`config.mk`:
```
export PLATFORM = sky130hd
export DESIGN_NAME = rc4_sbox_ram
export DESIGN_NICKNAME = d
export VERILOG_FILES = /design/src/hw/rtl/rc4_pkg.sv /design/src/hw/rtl/rc4_sbox_ram.sv
export SDC_FILE = /design/constraint.sdc
export NUM_CORES = 2
export LEC_CHECK = 0
export BUFFER_PORTS_ARGS = -buffer_cell sky130_fd_sc_hd__buf_4
export CAP_MARGIN = 20
export CORE_ASPECT_RATIO = 1.4
export CORE_MARGIN = 5
export CORE_UTILIZATION = 30
export CTS_CLUSTER_DIAMETER = 80
export CTS_CLUSTER_SIZE = 24
export DETAILED_ROUTE_END_ITERATION = 10
export HOLD_SLACK_MARGIN = 0.03
export SYNTH_ARGS = -nofsm -noshare
export SYNTH_HDL_FRONTEND = slang
export SYNTH_SLANG_ARGS = --single-unit
export TNS_END_PERCENT = 5
```
`constraint.sdc`:
```
create_clock -name clk -period 4.1 [get_ports clk]
set_input_delay 0.205 -clock clk [delete_from_list [all_inputs] [get_ports clk]]
set_output_delay 0.205 -clock clk [all_outputs]
set_load 0.005 [all_outputs]
```
`src/hw/rtl/rc4_pkg.sv`:
```
// ============================================================================
// RC4 stream cipher package
// Shared types and constants for the RC4 cipher block and its S-box memory.
// ============================================================================
`default_nettype none

package rc4_pkg;

    // S-box geometry.
    localparam int SBOX_SIZE = 256;
    localparam int BYTE_W    = 8;

    typedef logic [BYTE_W-1:0] byte_t;

    // Request type codes.
    localparam logic REQ_KEY  = 1'b0;
    localparam logic REQ_DATA = 1'b1;

    // Input transaction payload.
    typedef struct packed {
        logic  req_type;
        byte_t in_byte;
        logic  is_last;
    } in_item_t;

    // Output transaction payload.
    typedef struct packed {
        byte_t out_byte;
        logic  key_done;
        logic  out_last;
    } out_item_t;

    // Access request from the sequencer to the S-box memory.
    typedef struct packed {
        logic  clr;
        logic  we;
        byte_t waddr;
        byte_t wdata;
        logic  re;
        byte_t raddr;
    } sbox_req_t;

    // Sequencer states.
    typedef enum logic [4:0] {
        ST_IDLE = 5'b00001,
        ST_RD_A = 5'b00010,
        ST_RD_B = 5'b00100,
        ST_WR_A = 5'b01000,
        ST_WR_B = 5'b10000
    } state_t;

endpackage

`default_nettype wire

```
`src/hw/rtl/rc4_sbox_ram.sv`:
```
// ============================================================================
// RC4 S-box memory
// 256 x 8 synchronous memory with one write and one registered read port.
// Per-entry valid bits make a cleared entry read back as its own index,
// so the identity permutation is restored by clearing the valid bits.
// ============================================================================
`default_nettype none

module rc4_sbox_ram (
    input  wire logic               clk,
    input  wire logic               rst_n,
    input  wire rc4_pkg::sbox_req_t req,
    output      rc4_pkg::byte_t     rdata
);

    rc4_pkg::byte_t                    sbox_mem [rc4_pkg::SBOX_SIZE];
    logic [rc4_pkg::SBOX_SIZE-1:0]     vld_reg;
    rc4_pkg::byte_t                    rd_mem_reg;
    logic                              rd_vld_reg;
    rc4_pkg::byte_t                    rd_addr_reg;

    // Valid bits: cleared on reset and on a clear request, set by a write.
    always_ff @(posedge clk or negedge rst_n)
    begin
        if (!rst_n)
        begin
            vld_reg <= '0;
        end
        else if (req.clr)
        begin
            vld_reg <= '0;
        end
        else if (req.we)
        begin
            vld_reg[req.waddr] <= 1'b1;
        end
    end

    // Memory array write and registered read.
    always_ff @(posedge clk)
    begin
        if (req.we)
        begin
            sbox_mem[req.waddr] <= req.wdata;
        end
        if (req.re)
        begin
            rd_mem_reg  <= sbox_mem[req.raddr];
            rd_vld_reg  <= vld_reg[req.raddr];
            rd_addr_reg <= req.raddr;
        end
    end

    // An entry never written since the last clear holds its own index.
    assign rdata = rd_vld_reg ? rd_mem_reg : rd_addr_reg;

endmodule

`default_nettype wire
```
# Word-level counts from Yosys, hierarchy flattened
# Memories as Yosys holds them, arrays and structs flattened. A register that Yosys moved wholly into a read port is not among the register bits.
# Index checks and enable logic that the tools add are counted.
# Widths: inputs -> output; s select.
[totals]
out_inout_bits = 8
regBits = 265
elab_cells = 19
ramBits = 2048
inputBits = 29
mem_count = 1
[memory_table]
columns = ["name", "words", "width", "rd", "rd_ports_with_merged_regs", "write_ports", "line_no", "rtl"]
rows = [
  ["sbox_mem", 256, 8, 1, 1, 1, "rc4_sbox_ram.sv:16", "rc4_pkg::byte_t sbox_mem [rc4_pkg::SBOX_SIZE];"],
]
[classes]
n_bitwise = 1
n_reduce_logical = 2
n_mux = 9
magnitude_cmp = 3
[ops]
columns = ["cell", "count"]
rows = [
  ["$mux 256", 2],
  ["$or 256x256->256", 1],
  ["$lt 8x9->1 const B", 2],
  ["$bmux 1 s8", 1],
  ["$demux 1 s8", 1],
  ["$ge 8x1->1 const B", 1],
  ["$mux 8", 1],
  ["$mux 1", 4],
  ["$reduce_bool 2->1", 1],
  ["$logic_and 1x1->1", 1],
]

# Depth between registers and ports, before layout
[depth]
word_depth = 7
mapped_depth = 13
ltp_nobuf = 7

# Worst setup path after synthesis
# No wires, ideal clock.
[synth_timing]
path_kind = "input port to flip-flop"
start = "in req[0] (netlist name)"
end = "reg rd_mem_reg[3], read port of sbox_mem, data pin"
n_path_buf = 4
cell_stages = 8
arrival_ns = 2.172
required_ns = 3.833
setup_ns = 0.267
path_slack_ns = 1.662
path_cell_list = "buf_6 > buf_12 > buf_6 > buf_4 > mux4_2 > mux4_2 > a221oi_1 > a211oi_1"
[synth_rtl]
columns = ["element", "line_no", "rtl"]
rows = [
  ["from (decl)", "rc4_sbox_ram.sv:12", "input wire rc4_pkg::sbox_req_t req,"],
  ["to (decl)", "rc4_sbox_ram.sv:18", "rc4_pkg::byte_t rd_mem_reg;"],
]

==> impl_metrics.toml <==
[detailed_routing]
num_vias = 48031
detailedRoute.firstIterationViolations = 5377
wl_met2_um = 135000
routed_wl_um = 259000
dr.pass1.iters = 6
met3_length_um = 15300
viasPerCell = 5.22
highest_layer = "met5"
postRouteAntennaNets = 0
wl_per_cell_um = 28.2
routedLengthMet1_um = 94100
route.detailed.drc = 0

[floorplanning]
die_w_um = 477
num_rows = 240
die-area_um2 = 316000
core_um2 = 304000
initial_core_util = 0.300
die_h_um = 663
io_pins = 37

[timing]
worst-slew-pin-transition_ns = 1.17
drv_slew = 0
max_freq_ghz = 0.292
hold_viol = 0
skew_ns = 0.0542
finalSetupViolations = 0
slew_headroom = 0.216
fin_crit_sh = 0.836
post-route-min-period_ns = 3.43
rsz0062_at_grt = "false"

[critical_path]
cpMaxStageDelayCell = "o32ai_1"
r2r_start = "sbox_mem[74][5]$_DFFE_PP_"
crit_path_start = "req[1]"
cp_common_cell = "a221oi_1"
critPathKind = "input pin to flop"
cp_cell_sequence = "dlygate4sd3_1, buf_8, nor2_1, buf_4, a221oi_1, a221oi_1, a31oi_1, o21ai_0, o32ai_1, nor4_1"
cp-start-kind = "input pin"
cp.required_ns = 4.62
cp_max_fo = 33
rr_endpoint = "rd_mem_reg[5]$_DFFE_PP_"
critPathTopFamily = "compound AO/OA/AOI/OAI gates"
ff2ff_setup_slack_ns = 0.85
crit_buf_inv = 3
max_stage_delay_ns = 0.82
end_kind = "flop"
reg2regPathDepth = 9
cp.depth = 10
setup.worst_path.end = "rd_mem_reg[1]$_DFFE_PP_"
crit_arrival_ns = 3.94

[yosys]
synth_nets = 4952
yosys.cell_types.count = 68
ys_ff_latch = 2321
ys.warnings.count = 0
synth-edff-count = 2065
synthTopCellsByArea = "edfxtp_1 68%, mux4_2 12%, dfrtp_1 7.0%"
ys_async_sr_fraction = 0.110
synth_area_um2 = 91500
synth_top_cell_by_area = "edfxtp_1"
avgSynthCellArea_um2 = 18.6
synth_flop_cell = "edfxtp_1"
syn_inst = 4923
ys_seq_area_frac = 0.748
synthDominantCellAreaShare = 0.678

[clocking]
cts_resized = 0
cts.sink_count = 2321
clk_pin_slew_ns = 0.10
cts_buffers = 108
cts_root_buf = "clkbuf_16"
h-tree-depth = 3
clkLatencyLatePin_ns = 0.79
cts_max_path_buffers = 3
cts_tree = "yes"
cts_setup_buffers = 0

[layout]
syn2layout_area_growth_pct = 10.7
fill_cells = 29037
largest_register_ffs = 2048
finalNonFillerCells = 9198
drive_above_1_share = 0.195
fin_nets = 5125

[power]
powerDensity_nw_per_um2 = 406
total_power_mw = 41.1
peakVddDrop_mv = 0.307
p_leak_nw = 32.6

[grt]
antenna_found_initial = 18
grt_pass1_wl_um = 370000
gr-total-overflow = 0
grtUsageTotal = 0.159
grt_max_degree = 129
grt_pass1_vias = 48926

[place]
gp_congestion = 0.870
place_hpwl_um = 168000
place_inst = 8968
portBuffers = 36

[hold_path]
hp-class = "input pin to async pin"

[flow_run]
cap_viol_max_count = 0

[status]
outcome = "completed"
==> through the flow <==
step	setup slack (ns)	instance area (um^2)	hold slack, ns	util	setup TNS (ns)
finish	0.673	101000	0.0168	0.333	0
CTS	0.746	101000	0.0578	0.332	0
global route	0.735	101000	0.0776	0.332	0
floorplan	1.66	91500	-0.0906	-	0
global placement	-0.370	97900	0.256	0.321	-0.552
detailed placement	0.0444	97900	0.271	0.322	0
==> worst min path at each step <==
stage	startpoint	to	slack [ns]
2_1_floorplan	rst_n	vld_reg[0]$_DFFE_PN0P_	-0.09
3_3_place_gp	rst_n	vld_reg[12]$_DFFE_PN0P_	0.26
3_5_place_dp	rst_n	vld_reg[9]$_DFFE_PN0P_	0.27
4_1_cts	req[19]	sbox_mem[145][5]$_DFFE_PP_	0.06
5_1_grt	rst_n	vld_reg[9]$_DFFE_PN0P_	0.08
6_report	rst_n	vld_reg[9]$_DFFE_PN0P_	0.02
==> power by group <==
| group | total [mW] | switching (mW) | internal (mW) |
|---|---|---|---|
| clock network | 12.6 | 7.32 | 5.23 |
| logic | 2.72 | 1.82 | 0.891 |
| registers | 25.8 | 0.0346 | 25.8 |
| total | 41.1 | 9.18 | 31.9 |
==> worst register-to-register path: stages, from the launching register on <==
cell and delay (ns):
edfxtp_1 0.39, mux2_2 0.27, a221oi_1 0.63, a221oi_1 0.18, or4_1 0.56, nor4_1 0.33, buf_2 0.26, buf_4 0.13
a41o_1 0.16, nor3_1 0.08
==> cell usage in the layout (no fill, tap or decap), types with 23 or more instances in the layout <==
cell and n:
a21oi_1 64, buf_12 39, buf_4 294, clkbuf_1 86
clkbuf_16 110, dfrtp_1 256, edfxtp_1 2065, mux2_2 28
mux2i_1 276, mux4_2 469, nand2_1 173, nand3_1 68
nor2_1 751, nor3_1 23, o21ai_0 42, o21ba_2 30
o221ai_1 80, o22ai_1 70
==> cell families (layout without fill, tap and decap cells) <==
logic type             count (synthesis)  count (layout)  share of synthesized area
other                                  0              14                          0
buffers and inverters                301             569                     0.0198
DFF                                 2321            2321                      0.748
muxes                                775             775                      0.150
AOI/OAI and AO/OA                    409             409                     0.0325
and+or+nand+nor                     1117            1117                     0.0501
==> synth_stat cells, types with 6 or more instances <==
library cell  count
nand2_1         174
a221oi_1         17
buf_8             7
a31oi_1          20
o21ba_2          30
o22ai_1          70
nor2b_1          17
nor2_1          755
edfxtp_1       2065
nor3_1           23
a211oi_1          8
o221ai_1         80
nand4_1          20
a22oi_1          12
nor4_1            7
a21oi_1          64
nand2b_1          8
buf_1            11
mux4_2          469
dfrtp_1         256
a21o_1            6
or3_1             7
and3_1           15
o21ai_0          42
buf_4            21
buf_6            54
mux2_2           28
mux2i_1         276
buf_2            58
a311oi_1          8
and2_1            6
clkbuf_1        142
nand3_1          68
==> cell type report <==
type                    count  area, um^2  share of cell area
inverters                   5        22.5            0.000222
clock buffers             196        3080              0.0304
clock inverters             9         138             0.00136
flip-flops and latches   2321       68400               0.676
repair buffers            359        3290              0.0325
diodes                     14        35.0            0.000346
well taps                3993        5000              0.0493
multi-input cells        2301       21300               0.210
==> metal layers <==
| metal | up-vias | track usage |
|---|---|---|
| li1 | 19840 | - |
| met1 | 25737 | 0.189 |
| met2 | 1985 | 0.285 |
| met3 | 461 | 0.0198 |
| met4 | 8 | 0.0797 |
| met5 | - | 0 |
==> timing repair <==
| action | in CTS | in global routing |
|---|---|---|
| hold buffers | 11 | 0 |
| setup endpoints to repair | 0 | 0 |
| hold endpoints to repair | 183 | 0 |
Note: power is estimated with default switching activity, not from simulation.
